File: src/rtl/ibq_pkg.sv
// ---------------------------------------------------------------------------
// ibq_pkg: shared types and constants of the biquad cascade
// Coefficient register indexes, accumulator sizing, the control word format
// and the microprogram that sequences the shared multiply-accumulate datapath.
// ---------------------------------------------------------------------------
`default_nettype none

package ibq_pkg;

	localparam int SAMPLE_W  = 16;
	localparam int COEF_W    = 16;
	localparam int PROD_W    = SAMPLE_W + COEF_W;
	// Largest section sum stays below 2^33 in magnitude; 36 bits leave margin.
	localparam int ACC_W     = 36;
	localparam int NUM_COEFS = 6;
	localparam int CFG_IDX_W = 3;
	localparam int UC_W      = 4;

	localparam int IN_SHIFT  = 7;
	localparam int W_SHIFT   = 15;
	localparam int Y_SHIFT   = W_SHIFT - IN_SHIFT;

	localparam logic [CFG_IDX_W-1:0] REG_B0      = 3'd0;
	localparam logic [CFG_IDX_W-1:0] REG_B1_HALF = 3'd1;
	localparam logic [CFG_IDX_W-1:0] REG_B2      = 3'd2;
	localparam logic [CFG_IDX_W-1:0] REG_A0      = 3'd3;
	localparam logic [CFG_IDX_W-1:0] REG_A1_HALF = 3'd4;
	localparam logic [CFG_IDX_W-1:0] REG_A2      = 3'd5;

	localparam logic [UC_W-1:0] STEP_SECTION = 4'd0;

	localparam logic signed [ACC_W-1:0] SAT_HI = 36'sd32767;
	localparam logic signed [ACC_W-1:0] SAT_LO = -36'sd32767;

	typedef enum logic [2:0] {
		MUL_NONE,
		MUL_A0_X,
		MUL_A1_W1,
		MUL_A2_W2,
		MUL_B0_W,
		MUL_B1_W1,
		MUL_B2_W2
	} mul_sel_t;

	typedef enum logic [2:0] {
		ACC_HOLD,
		ACC_LOAD_SHR,
		ACC_LOAD,
		ACC_ADD,
		ACC_ADD2,
		ACC_SUB,
		ACC_SUB2
	} acc_op_t;

	typedef enum logic {
		SEQ_NEXT,
		SEQ_END_SECTION
	} seq_t;

	typedef struct packed {
		mul_sel_t        mul_sel;
		acc_op_t         acc_op;
		logic            wr_w;
		seq_t            seq;
		logic [UC_W-1:0] jump;
	} ctrl_word_t;

	localparam ctrl_word_t UC_NOP = '{MUL_NONE, ACC_HOLD, 1'b0, SEQ_NEXT, STEP_SECTION};

	// Microprogram of one section. The multiplier result is registered, so
	// each product is accumulated by the step after the one that started it.
	function automatic ctrl_word_t ucode(input logic [UC_W-1:0] step);
		ctrl_word_t cw;
		cw = UC_NOP;
		unique case (step)
			4'd0: cw.mul_sel = MUL_A0_X;
			4'd1: begin
				cw.mul_sel = MUL_A1_W1;
				cw.acc_op  = ACC_LOAD_SHR;
			end
			4'd2: begin
				cw.mul_sel = MUL_A2_W2;
				cw.acc_op  = ACC_SUB2;
			end
			4'd3: cw.acc_op = ACC_SUB;
			4'd4: cw.wr_w = 1'b1;
			4'd5: cw.mul_sel = MUL_B0_W;
			4'd6: begin
				cw.mul_sel = MUL_B1_W1;
				cw.acc_op  = ACC_LOAD;
			end
			4'd7: begin
				cw.mul_sel = MUL_B2_W2;
				cw.acc_op  = ACC_ADD2;
			end
			4'd8: cw.acc_op = ACC_ADD;
			4'd9: begin
				cw.seq  = SEQ_END_SECTION;
				cw.jump = STEP_SECTION;
			end
			default: cw = UC_NOP;
		endcase
		return cw;
	endfunction

	// Symmetric saturation to the 16-bit range without the most negative code.
	function automatic logic signed [SAMPLE_W-1:0] sat_sym(input logic signed [ACC_W-1:0] v);
		logic signed [SAMPLE_W-1:0] r;
		if (v > SAT_HI) begin
			r = SAT_HI[SAMPLE_W-1:0];
		end else if (v < SAT_LO) begin
			r = SAT_LO[SAMPLE_W-1:0];
		end else begin
			r = v[SAMPLE_W-1:0];
		end
		return r;
	endfunction

endpackage

`default_nettype wire

File: src/rtl/ibq_if.sv
// ---------------------------------------------------------------------------
// ibq_if: sample stream channels of the biquad cascade
// Valid/ready channels; a transaction completes when both are high.
// ---------------------------------------------------------------------------
`default_nettype none

interface ibq_in_if;
	logic               valid;
	logic               ready;
	logic signed [15:0] sample_in;

	modport source (output valid, output sample_in, input ready);
	modport sink   (input valid, input sample_in, output ready);
endinterface

interface ibq_out_if;
	logic               valid;
	logic               ready;
	logic signed [15:0] sample_out;

	modport source (output valid, output sample_out, input ready);
	modport sink   (input valid, input sample_out, output ready);
endinterface

`default_nettype wire

File: src/rtl/iir_biquad_cascade_df2.sv
// ---------------------------------------------------------------------------
// iir_biquad_cascade_df2: cascade of direct form II biquad sections
// Each sample runs through every section in turn; the block takes no new
// sample until the last section is done, a limit set by the ten microprogram
// steps per section on the one shared multiplier.
// A result waits in the output register while the next sample is accepted.
// Reset clears coefficients, delay lines, the sequencer and the output valid.
// ---------------------------------------------------------------------------
`default_nettype none

module iir_biquad_cascade_df2 #(
	parameter int NUM_SECTIONS = 2
) (
	input  logic                         clk,
	input  logic                         arst_n,
	ibq_in_if.sink                       feed,
	ibq_out_if.source                    result,
	input  logic                         cfg_we,
	input  logic [ibq_pkg::CFG_IDX_W-1:0] cfg_index,
	input  logic [ibq_pkg::COEF_W-1:0]    cfg_data
);
	import ibq_pkg::*;

	localparam int SEC_W = (NUM_SECTIONS > 1) ? $clog2(NUM_SECTIONS) : 1;
	localparam logic [SEC_W-1:0] LAST_SEC = SEC_W'(NUM_SECTIONS - 1);

	// Coefficient registers, shared by every section.
	logic signed [COEF_W-1:0]   coef_q [NUM_COEFS];

	// Per-section delay lines (w1 and w2).
	logic signed [SAMPLE_W-1:0] delay_one_q [NUM_SECTIONS];
	logic signed [SAMPLE_W-1:0] delay_two_q [NUM_SECTIONS];

	// Sequencer state.
	logic                       busy_q;
	logic [UC_W-1:0]            pc_q;
	logic [SEC_W-1:0]           sec_q;
	ctrl_word_t                 ctrl;

	// Datapath registers.
	logic signed [SAMPLE_W-1:0] x_q;
	logic signed [SAMPLE_W-1:0] w_q;
	logic signed [PROD_W-1:0]   prod_q;
	logic signed [ACC_W-1:0]    acc_q;

	// Output register.
	logic                       out_valid_q;
	logic signed [SAMPLE_W-1:0] out_data_q;

	logic                       accept;
	logic                       end_step;
	logic                       last_sec;
	logic                       out_free;
	logic                       stall;
	logic                       advance;
	logic                       finish;
	logic signed [SAMPLE_W-1:0] w1;
	logic signed [SAMPLE_W-1:0] w2;
	logic signed [COEF_W-1:0]   mul_a;
	logic signed [SAMPLE_W-1:0] mul_b;
	logic signed [ACC_W-1:0]    prod_ext;
	logic signed [ACC_W-1:0]    acc_d;
	logic signed [SAMPLE_W-1:0] y_sat;

	// ------------------------------------------------------------------
	// Configuration writes. Indexes past the last register are dropped.
	// ------------------------------------------------------------------
	always_ff @(posedge clk or negedge arst_n) begin
		if (!arst_n) begin
			for (int i = 0; i < NUM_COEFS; i++) begin
				coef_q[i] <= '0;
			end
		end else if (cfg_we && (cfg_index <= REG_A2)) begin
			coef_q[cfg_index] <= cfg_data;
		end
	end

	// ------------------------------------------------------------------
	// Microcode sequencer. The step counter walks the section program;
	// the last step either jumps back for the next section or, for the
	// final section, hands the sample to the output register. If that
	// register still holds an untaken result, the last step waits.
	// ------------------------------------------------------------------
	assign ctrl     = ucode(pc_q);
	assign accept   = feed.valid && feed.ready;
	assign end_step = busy_q && (ctrl.seq == SEQ_END_SECTION);
	assign last_sec = (sec_q == LAST_SEC);
	assign out_free = !out_valid_q || result.ready;
	assign stall    = end_step && last_sec && !out_free;
	assign advance  = busy_q && !stall;
	assign finish   = end_step && last_sec && out_free;

	assign feed.ready = !busy_q;

	always_ff @(posedge clk or negedge arst_n) begin
		if (!arst_n) begin
			busy_q <= 1'b0;
			pc_q   <= STEP_SECTION;
			sec_q  <= '0;
		end else if (accept) begin
			busy_q <= 1'b1;
			pc_q   <= STEP_SECTION;
			sec_q  <= '0;
		end else if (advance) begin
			if (end_step) begin
				pc_q <= ctrl.jump;
				if (last_sec) begin
					busy_q <= 1'b0;
					sec_q  <= '0;
				end else begin
					sec_q <= sec_q + 1'b1;
				end
			end else begin
				pc_q <= pc_q + 1'b1;
			end
		end
	end

	// ------------------------------------------------------------------
	// Datapath: operand selection, one registered 16x16 multiplier and a
	// 36-bit accumulator. The a0 product of the input is shifted right by
	// seven before it starts the feedback sum; a1 and b1 products are
	// doubled because the registers hold half the coefficient.
	// ------------------------------------------------------------------
	assign w1 = delay_one_q[sec_q];
	assign w2 = delay_two_q[sec_q];

	always_comb begin
		mul_a = '0;
		mul_b = '0;
		unique case (ctrl.mul_sel)
			MUL_NONE: begin
				mul_a = '0;
				mul_b = '0;
			end
			MUL_A0_X: begin
				mul_a = coef_q[REG_A0];
				mul_b = x_q;
			end
			MUL_A1_W1: begin
				mul_a = coef_q[REG_A1_HALF];
				mul_b = w1;
			end
			MUL_A2_W2: begin
				mul_a = coef_q[REG_A2];
				mul_b = w2;
			end
			MUL_B0_W: begin
				mul_a = coef_q[REG_B0];
				mul_b = w_q;
			end
			MUL_B1_W1: begin
				mul_a = coef_q[REG_B1_HALF];
				mul_b = w1;
			end
			MUL_B2_W2: begin
				mul_a = coef_q[REG_B2];
				mul_b = w2;
			end
			default: begin
				mul_a = '0;
				mul_b = '0;
			end
		endcase
	end

	assign prod_ext = {{(ACC_W - PROD_W){prod_q[PROD_W-1]}}, prod_q};

	always_comb begin
		acc_d = acc_q;
		unique case (ctrl.acc_op)
			ACC_HOLD:     acc_d = acc_q;
			ACC_LOAD_SHR: acc_d = prod_ext >>> IN_SHIFT;
			ACC_LOAD:     acc_d = prod_ext;
			ACC_ADD:      acc_d = acc_q + prod_ext;
			ACC_ADD2:     acc_d = acc_q + (prod_ext <<< 1);
			ACC_SUB:      acc_d = acc_q - prod_ext;
			ACC_SUB2:     acc_d = acc_q - (prod_ext <<< 1);
			default:      acc_d = acc_q;
		endcase
	end

	assign y_sat = sat_sym(acc_q >>> Y_SHIFT);

	always_ff @(posedge clk) begin
		if (accept) begin
			x_q <= feed.sample_in;
		end else if (advance && end_step) begin
			// The section output becomes the next section's input.
			x_q <= y_sat;
		end
		if (advance) begin
			prod_q <= mul_a * mul_b;
			acc_q  <= acc_d;
			if (ctrl.wr_w) begin
				w_q <= sat_sym(acc_q >>> W_SHIFT);
			end
		end
		if (finish) begin
			out_data_q <= y_sat;
		end
	end

	// Delay line shift at the end of each section.
	always_ff @(posedge clk or negedge arst_n) begin
		if (!arst_n) begin
			for (int i = 0; i < NUM_SECTIONS; i++) begin
				delay_one_q[i] <= '0;
				delay_two_q[i] <= '0;
			end
		end else if (advance && end_step) begin
			delay_two_q[sec_q] <= delay_one_q[sec_q];
			delay_one_q[sec_q] <= w_q;
		end
	end

	// ------------------------------------------------------------------
	// Output register.
	// ------------------------------------------------------------------
	always_ff @(posedge clk or negedge arst_n) begin
		if (!arst_n) begin
			out_valid_q <= 1'b0;
		end else if (finish) begin
			out_valid_q <= 1'b1;
		end else if (result.ready) begin
			out_valid_q <= 1'b0;
		end
	end

	assign result.valid      = out_valid_q;
	assign result.sample_out = out_data_q;

endmodule

`default_nettype wire

File: src/flat_wrapper.sv
// flat-port wrapper written by rule: the top's interface ports become plain ports
module iir_biquad_cascade_df2_flat import ibq_pkg::*;
#(
	parameter int NUM_SECTIONS = 2
)
  (clk, arst_n, cfg_we, cfg_index, cfg_data, feed_valid, feed_sample_in, feed_ready, result_valid, result_sample_out, result_ready);
  ibq_in_if feed_i ();
  ibq_out_if result_i ();
  input  logic clk;
  input  logic arst_n;
  input  logic cfg_we;
  input  logic [ibq_pkg::CFG_IDX_W-1:0] cfg_index;
  input  logic [ibq_pkg::COEF_W-1:0] cfg_data;
  input wire logic [$bits(feed_i.valid)-1:0] feed_valid;
  input wire logic [$bits(feed_i.sample_in)-1:0] feed_sample_in;
  output wire logic [$bits(feed_i.ready)-1:0] feed_ready;
  output wire logic [$bits(result_i.valid)-1:0] result_valid;
  output wire logic [$bits(result_i.sample_out)-1:0] result_sample_out;
  input wire logic [$bits(result_i.ready)-1:0] result_ready;
  assign feed_i.valid = feed_valid;
  assign feed_i.sample_in = feed_sample_in;
  assign feed_ready = feed_i.ready;
  assign result_valid = result_i.valid;
  assign result_sample_out = result_i.sample_out;
  assign result_i.ready = result_ready;
  iir_biquad_cascade_df2 #(.NUM_SECTIONS(NUM_SECTIONS)) u_core (.clk(clk), .arst_n(arst_n), .feed(feed_i), .result(result_i), .cfg_we(cfg_we), .cfg_index(cfg_index), .cfg_data(cfg_data));
endmodule
File: config.mk
export PLATFORM = sky130hd
export DESIGN_NAME = iir_biquad_cascade_df2_flat
export DESIGN_NICKNAME = d
export VERILOG_FILES = /design/src/rtl/ibq_pkg.sv /design/src/rtl/ibq_if.sv /design/src/rtl/iir_biquad_cascade_df2.sv /design/src/flat_wrapper.sv
export SDC_FILE = /design/constraint.sdc
export NUM_CORES = 1
export LEC_CHECK = 0
export BUFFER_PORTS_ARGS = -buffer_cell sky130_fd_sc_hd__buf_2
export CAP_MARGIN = 20
export CORE_ASPECT_RATIO = 2
export CORE_MARGIN = 3
export CORE_UTILIZATION = 66
export CTS_BUF_LIST = sky130_fd_sc_hd__clkbuf_4 sky130_fd_sc_hd__clkbuf_8
export DETAILED_ROUTE_END_ITERATION = 12
export GPL_TIMING_DRIVEN = 0
export MAX_ROUTING_LAYER = met4
export PLACE_DENSITY = 0.81
export SYNTH_ARGS = -nofsm -noshare
export SYNTH_HDL_FRONTEND = slang
export SYNTH_SLANG_ARGS = --single-unit
File: constraint.sdc
create_clock -name clk -period 8.6 [get_ports clk]
set_input_delay 0.43 -clock clk [delete_from_list [all_inputs] [get_ports clk]]
set_output_delay 0.43 -clock clk [all_outputs]
set_load 0.005 [all_outputs]
* After elaboration in Yosys (flattened, before gate mapping)
Cells that the tools add are included.
** Cells by class
- Div/mod/pow operators :: 0
- Bitwise logic cells :: 2
- Magnitude comparators :: 9
- Add/subtract/negate cells :: 6
- Reduce and logical (&&, ||, !) cells :: 29
- Multiplexer cells :: 38
- Multiply operators :: 1
- Equal/unequal tests :: 21
- Shift operators :: 0
** Operator list (count)
- $pmux 36 s6 :: 1
- $mux 16 :: 13
- $bwmux 96 :: 1
- $pmux 16 s6 :: 1
- $bwmux 32 :: 2
- $pmux 16 s4 :: 1
- $demux 16 s3 :: 1
- $add 36x32->36 :: 1
- $add 36x33->36 :: 1
- $pmux 3 s6 :: 2
- $sub 36x32->36 :: 1
- $sub 36x33->36 :: 1
- $mul 16x16->32 :: 1
- $gt 28x16->1 const B :: 1
- $lt 28x16->1 const B :: 1
- $gt 21x16->1 const B :: 1
- $lt 21x16->1 const B :: 1
- $eq 3x3->1 const B :: 6
- $demux 16 s1 :: 1
- $eq 4x3->1 const B :: 4
- $eq 3x2->1 const B :: 4
- $mux 4 :: 3
- $mux 1 :: 11
- $logic_and 1x1->1 :: 10
- other kinds (22) :: 36
** Storage, ports and cells
- Bits in latches :: 0
- Input port bits :: 40
- Memories :: 0
- Flip-flop bits (word level) :: 283
- Logic and storage cells :: 126
- Bits in read-only memories :: 0
- RAM bits :: 0

* Depth between registers and ports, before layout
- Word-level depth :: 10
- Gate-level depth with buffers :: 34
- Mapped depth without buffers :: 31

* Worst setup path before layout
OpenSTA, ideal clock, no wires.
- Kind :: register to register
- From :: reg u_core.pc_q[0]
- To :: reg u_core.prod_q[31] (data pin)
- Data required time :: 8.336 ns
- Buffers on the path :: 3
- Library setup time :: 0.264 ns
- Setup slack :: 0.653 ns
- Stages on the path, launching flop included :: 33
- Data arrival time :: 7.682 ns
- Path through :: dfrtp_1 > inv_1 > ha_1 > inv_1 > nand2_1 > nor3_2 > or2_0 > buf_2 > buf_2 > a222oi_1 > o21a_1 > clkbuf_1 > nor2_1 > fa_1 > inv_1 > fa_1 > fa_1 > inv_1 > fa_1 > fa_1 > inv_1 > fa_1 > inv_1 > ha_1 > a21o_1 > a21o_1 > a221o_1 > a21o_1 > a21oi_1 > a211o_1 > o31ai_2 > o41ai_2 > xnor2_1
** Between the ends
- Word-level cells in the longest chain between the ends :: 6
- Elaborated cells between the ends (all ways) :: 18
** Ends and longest elaborated chain
- from (decl) :: line iir_biquad_cascade_df2.sv:36 : logic [UC_W-1:0] pc_q;
- from (signal assigned) :: line iir_biquad_cascade_df2.sv:106 : pc_q <= ctrl.jump;
- from (signal assigned) :: line iir_biquad_cascade_df2.sv:114 : pc_q <= pc_q + 1'b1;
- $eq 4x3->1 (tied with other cells) :: line ibq_pkg.sv:75 : unique case (step)
- $pmux 3 s6 (*) :: line ibq_pkg.sv:75
- $eq 3x2->1 or $eq 3x3->1 (tied branches) :: line iir_biquad_cascade_df2.sv:131 : unique case (ctrl.mul_sel)
- $reduce_or 2->1 (no line)
- $pmux 16 s4 :: line iir_biquad_cascade_df2.sv:131
- $mul 16x16->32 (*) :: line iir_biquad_cascade_df2.sv:193 : prod_q <= mul_a * mul_b;
- to (signal assigned) :: line iir_biquad_cascade_df2.sv:193
- to (decl) :: line iir_biquad_cascade_df2.sv:43 : logic signed [PROD_W-1:0] prod_q;
Mark *: on every way between the ends. The rest lies on a longest branch, timed or not.
A chain may end at the register's enable or synchronous reset.

* Final worst setup path
Same ends and word-level chain as after synthesis.

==> summary.md <==
| Metric | Value |
|---|---|
| Post-route clock period utilization | `0.999` |
| Yosys top cell by area | `sky130_fd_sc_hd__fa_1` |
| Starting density of the core | `0.673` |
| Via count normalized by instance count | `6.59` |
| Crit start category | `flop` |
| Total Nets Final | `3443` |
| Utilization of the core after routing | `0.749` |
| Slowest cell delay on critical path | `560 ps` |
| CTS H-tree lvls | `2` |
| Root buf cell | `sky130_fd_sc_hd__clkbuf_8` |
| Kind of path behind the tightest hold check | `in -> reg` |
| Worst Tran Pin Value | `1150 ps` |
| Area of the core | `0.0405 mm^2` |
| Pins Over Slew Limit | `0` |
| CTS clk-pin slew, worst paths | `80 ps` |
| DPL Wire Length | `73100 um` |
| Die width | `150 um` |
| Fraction of final layout cells sized beyond drive strength 1 | `0.170` |
| Synthesis Warnings | `0` |
| TritonCTS clock tree | `built` |
| Post-synthesis async set-or-reset flop share | `0.590` |
| Critical path's top delay family | `adder cells` |
| Via count of the first global-routing pass | `24915` |
| Skew-Pair Late Insertion Delay | `620 ps` |
| Number of synthesized register bits | `283` |
| GRT Total Usage | `0.450` |
| Count of different cell masters after synthesis | `90` |
| Worst path required time | `8870 ps` |
| Count of TritonRoute iterations in the first routing pass | `8` |
| Total of endpoints with negative setup slack in the final report | `0` |
| Port Buf Inserts | `55` |
| Worst-path cell with the longest stage delay | `sky130_fd_sc_hd__fa_1` |
| I/O pin count | `58` |
| Top_reg_cell synth | `sky130_fd_sc_hd__dfrtp_1` |
| Cells after synthesis | `2826` |
| Maximum fanout count along the critical path | `10` |
| Post-synth net total | `3286` |
| Critical path capture point type | `flop` |
| Post-synthesis instance area | `0.0272 mm^2` |
| Initial antenna violation count | `1` |
| Status | `completed` |
| Final hold violation count | `0` |
| Number of max-capacitance violations reported | `0` |
| Relative slew margins | `0.226` |
| Grt ovf | `0` |
| First-pass GRT wire length | `143000 um` |
| CTS Sinks | `283` |
| Post-layout minimum cycle time | `8590 ps` |
| Antenna Nets Post-Route | `0` |
| Routed vias | `23368` |
| Die span in y | `293 um` |
| Clock tree skew after final layout | `68.6 ps` |
| Mean post-synth cell area | `9.64 um^2` |
| Core Rows | `104` |
| CTS Buffer Depth | `3` |
| Last weighted congestion value of the routability-driven placer | `1.04` |
| Routed length per instance | `27.2 um` |
| WS Path Type | `reg -> reg` |
| DRC errors left | `0` |
| Data arrival time of the critical path | `8860 ps` |
| Buf/Inv on CP | `10` |
| Growth of design area from synthesis to finish | `11.2%` |
| Fillers | `2774` |
| Top area cells in the synthesized netlist | `sky130_fd_sc_hd__fa_1 19%, sky130_fd_sc_hd__dfrtp_1 15%, sky130_fd_sc_hd__edfxtp_1 13%` |
| TritonCTS buffer count | `40` |
| Area fraction of the dominant cell type after synthesis | `0.195` |
| Largest net degree at the start of global routing | `96` |
| Floorplan die area | `0.0439 mm^2` |
| DRT iter0 DRCs | `2163` |
| Routed WL | `96300 um` |
| Post-synth EDFFs | `116` |
| F_max | `116 MHz` |
| Register area share after synthesis | `0.281` |
==> placed cells by master (no fill, tap or decap), types with 13 or more instances in the layout <==
| cell | Yosys | final |
|---|---|---|
| sky130_fd_sc_hd__inv_1 | 379 | 376 |
| sky130_fd_sc_hd__nor2_1 | 329 | 327 |
| sky130_fd_sc_hd__fa_1 | 265 | 264 |
| sky130_fd_sc_hd__nand2_1 | 259 | 258 |
| sky130_fd_sc_hd__dfrtp_1 | 167 | 165 |
| sky130_fd_sc_hd__mux2_2 | 161 | 161 |
| sky130_fd_sc_hd__ha_1 | 155 | 150 |
| sky130_fd_sc_hd__edfxtp_1 | 116 | 116 |
| sky130_fd_sc_hd__a21oi_1 | 100 | 98 |
| sky130_fd_sc_hd__xnor2_1 | 78 | 75 |
| sky130_fd_sc_hd__o21ai_0 | 75 | 72 |
| sky130_fd_sc_hd__buf_2 | 14 | 70 |
| sky130_fd_sc_hd__clkbuf_1 | 91 | 60 |
| sky130_fd_sc_hd__xor2_1 | 58 | 57 |
| sky130_fd_sc_hd__buf_4 | 1 | 51 |
| sky130_fd_sc_hd__clkbuf_8 | 0 | 46 |
| sky130_fd_sc_hd__nand2b_1 | 38 | 38 |
| sky130_fd_sc_hd__a21o_1 | 35 | 34 |
| sky130_fd_sc_hd__a22oi_1 | 36 | 33 |
| sky130_fd_sc_hd__a222oi_1 | 31 | 31 |
| sky130_fd_sc_hd__nor3_1 | 32 | 30 |
| sky130_fd_sc_hd__nand3_1 | 27 | 26 |
| sky130_fd_sc_hd__mux2i_1 | 24 | 24 |
| sky130_fd_sc_hd__o21a_1 | 33 | 24 |
| sky130_fd_sc_hd__or2_2 | 19 | 19 |
| sky130_fd_sc_hd__clkbuf_4 | 0 | 17 |
| sky130_fd_sc_hd__and3_1 | 16 | 16 |
| sky130_fd_sc_hd__and2_1 | 14 | 14 |
| sky130_fd_sc_hd__o211ai_1 | 14 | 14 |
| sky130_fd_sc_hd__or3_1 | 13 | 13 |
| sky130_fd_sc_hd__a211oi_1 | 15 | 13 |
| sky130_fd_sc_hd__nor2b_1 | 13 | 13 |
==> per-stage QoR <==
stage | instances | worst slack, ps | instance area, um^2 | setup TNS (ps) | hold WS, ps
final | 3544 | 9.54 | 30300 | 0 | 101
after global routing | 3544 | -125 | 30300 | -298 | 95.0
after global placement | 3411 | -1750 | 28200 | -18030 | 452
after floorplan | 2826 | 653 | 27200 | 0 | 134
after detailed placement | 3433 | -1870 | 28500 | -21420 | 464
after CTS | 3519 | -6.67 | 29900 | -6.67 | 86.1
==> cell usage after synthesis (14+ instances only) <==
| library cell | n |
|---|---|
| sky130_fd_sc_hd__a211oi_1 | 15 |
| sky130_fd_sc_hd__a21o_1 | 35 |
| sky130_fd_sc_hd__a21oi_1 | 100 |
| sky130_fd_sc_hd__a221o_1 | 18 |
| sky130_fd_sc_hd__a221oi_1 | 22 |
| sky130_fd_sc_hd__a222oi_1 | 31 |
| sky130_fd_sc_hd__a22oi_1 | 36 |
| sky130_fd_sc_hd__and2_1 | 14 |
| sky130_fd_sc_hd__and3_1 | 16 |
| sky130_fd_sc_hd__buf_2 | 14 |
| sky130_fd_sc_hd__clkbuf_1 | 91 |
| sky130_fd_sc_hd__dfrtp_1 | 167 |
| sky130_fd_sc_hd__edfxtp_1 | 116 |
| sky130_fd_sc_hd__fa_1 | 265 |
| sky130_fd_sc_hd__ha_1 | 155 |
| sky130_fd_sc_hd__inv_1 | 379 |
| sky130_fd_sc_hd__mux2_2 | 161 |
| sky130_fd_sc_hd__mux2i_1 | 24 |
| sky130_fd_sc_hd__nand2_1 | 259 |
| sky130_fd_sc_hd__nand2b_1 | 38 |
| sky130_fd_sc_hd__nand3_1 | 27 |
| sky130_fd_sc_hd__nor2_1 | 329 |
| sky130_fd_sc_hd__nor3_1 | 32 |
| sky130_fd_sc_hd__o211ai_1 | 14 |
| sky130_fd_sc_hd__o21a_1 | 33 |
| sky130_fd_sc_hd__o21ai_0 | 75 |
| sky130_fd_sc_hd__or2_2 | 19 |
| sky130_fd_sc_hd__xnor2_1 | 78 |
| sky130_fd_sc_hd__xor2_1 | 58 |
==> logic make-up after synthesis <==
kind of cell | after synthesis | share of synthesized area
compound gates | 488 | 0.128
fa+ha+maj | 420 | 0.266
simple gates | 818 | 0.136
flops | 283 | 0.281
buf+inv | 495 | 0.0693
xor+xnor | 137 | 0.0443
mux | 185 | 0.0754
==> path summary, 6_finish.rpt <==
check / start / end / slack, ps / cells past startpoint
max in group asynchronous: arst_n / u_core.delay_two_q[14] / 7110 / 3
min: feed_sample_in[6] / u_core.x_q[6] / 100 / 3
min in group asynchronous: arst_n / u_core.coef_q[16] / 420 / 2
max: u_core.pc_q[0] / u_core.prod_q[31] / 10 / 33
max reg2reg: u_core.pc_q[0] / u_core.prod_q[31] / 10 / 33
min reg2reg: u_core.delay_one_q[13] / u_core.delay_one_q[13] / 490 / 2
==> tightest hold or removal path: cells and delay by family <==
family	cells	cell delay [ps]
buf+inv	1	70
simple gates	2	80
==> sequential cells by signal, summed over array words and instances (netlist names), 4 cells and up <==
name / count
u_core.coef_q: 96
u_core.acc_q: 36
u_core.delay_one_q: 32
u_core.delay_two_q: 32
u_core.prod_q: 32
u_core.result.sample_out: 16
u_core.w_q: 16
u_core.x_q: 16
u_core.pc_q: 4
==> area by class of cell <==
type	instances	area [um^2]	area share
inverters	381	1440	0.0475
well taps	530	663	0.0219
clock buffers	50	644	0.0213
plain buffers	113	617	0.0204
repair buffers	116	810	0.0267
diodes	1	2.50	0.0000826
clock inverters	22	203	0.00669
multi-input cells	2048	18300	0.603
flip-flops and latches	283	7660	0.253
==> layer usage <==
layer	vias up	wire length, um	global-route usage
met5	-	0	-
met4	0	12400	0.422
met3	661	7410	0.0816
met2	1444	48200	0.758
met1	11374	28400	0.422
li1	9889	-	-
==> repair_timing <==
action	CTS	global route
pin swaps	7	11
hold endpoints to repair	72	0
gates resized for setup	105	76
cloned	0	0
endpoints found under the setup margin	19	10
hold buffers	1	0
setup buffers	13	23
Power is left out: the tool's default activity adds up to more than one toggle a clock period on the data nets, which glitch-free logic cannot reach.
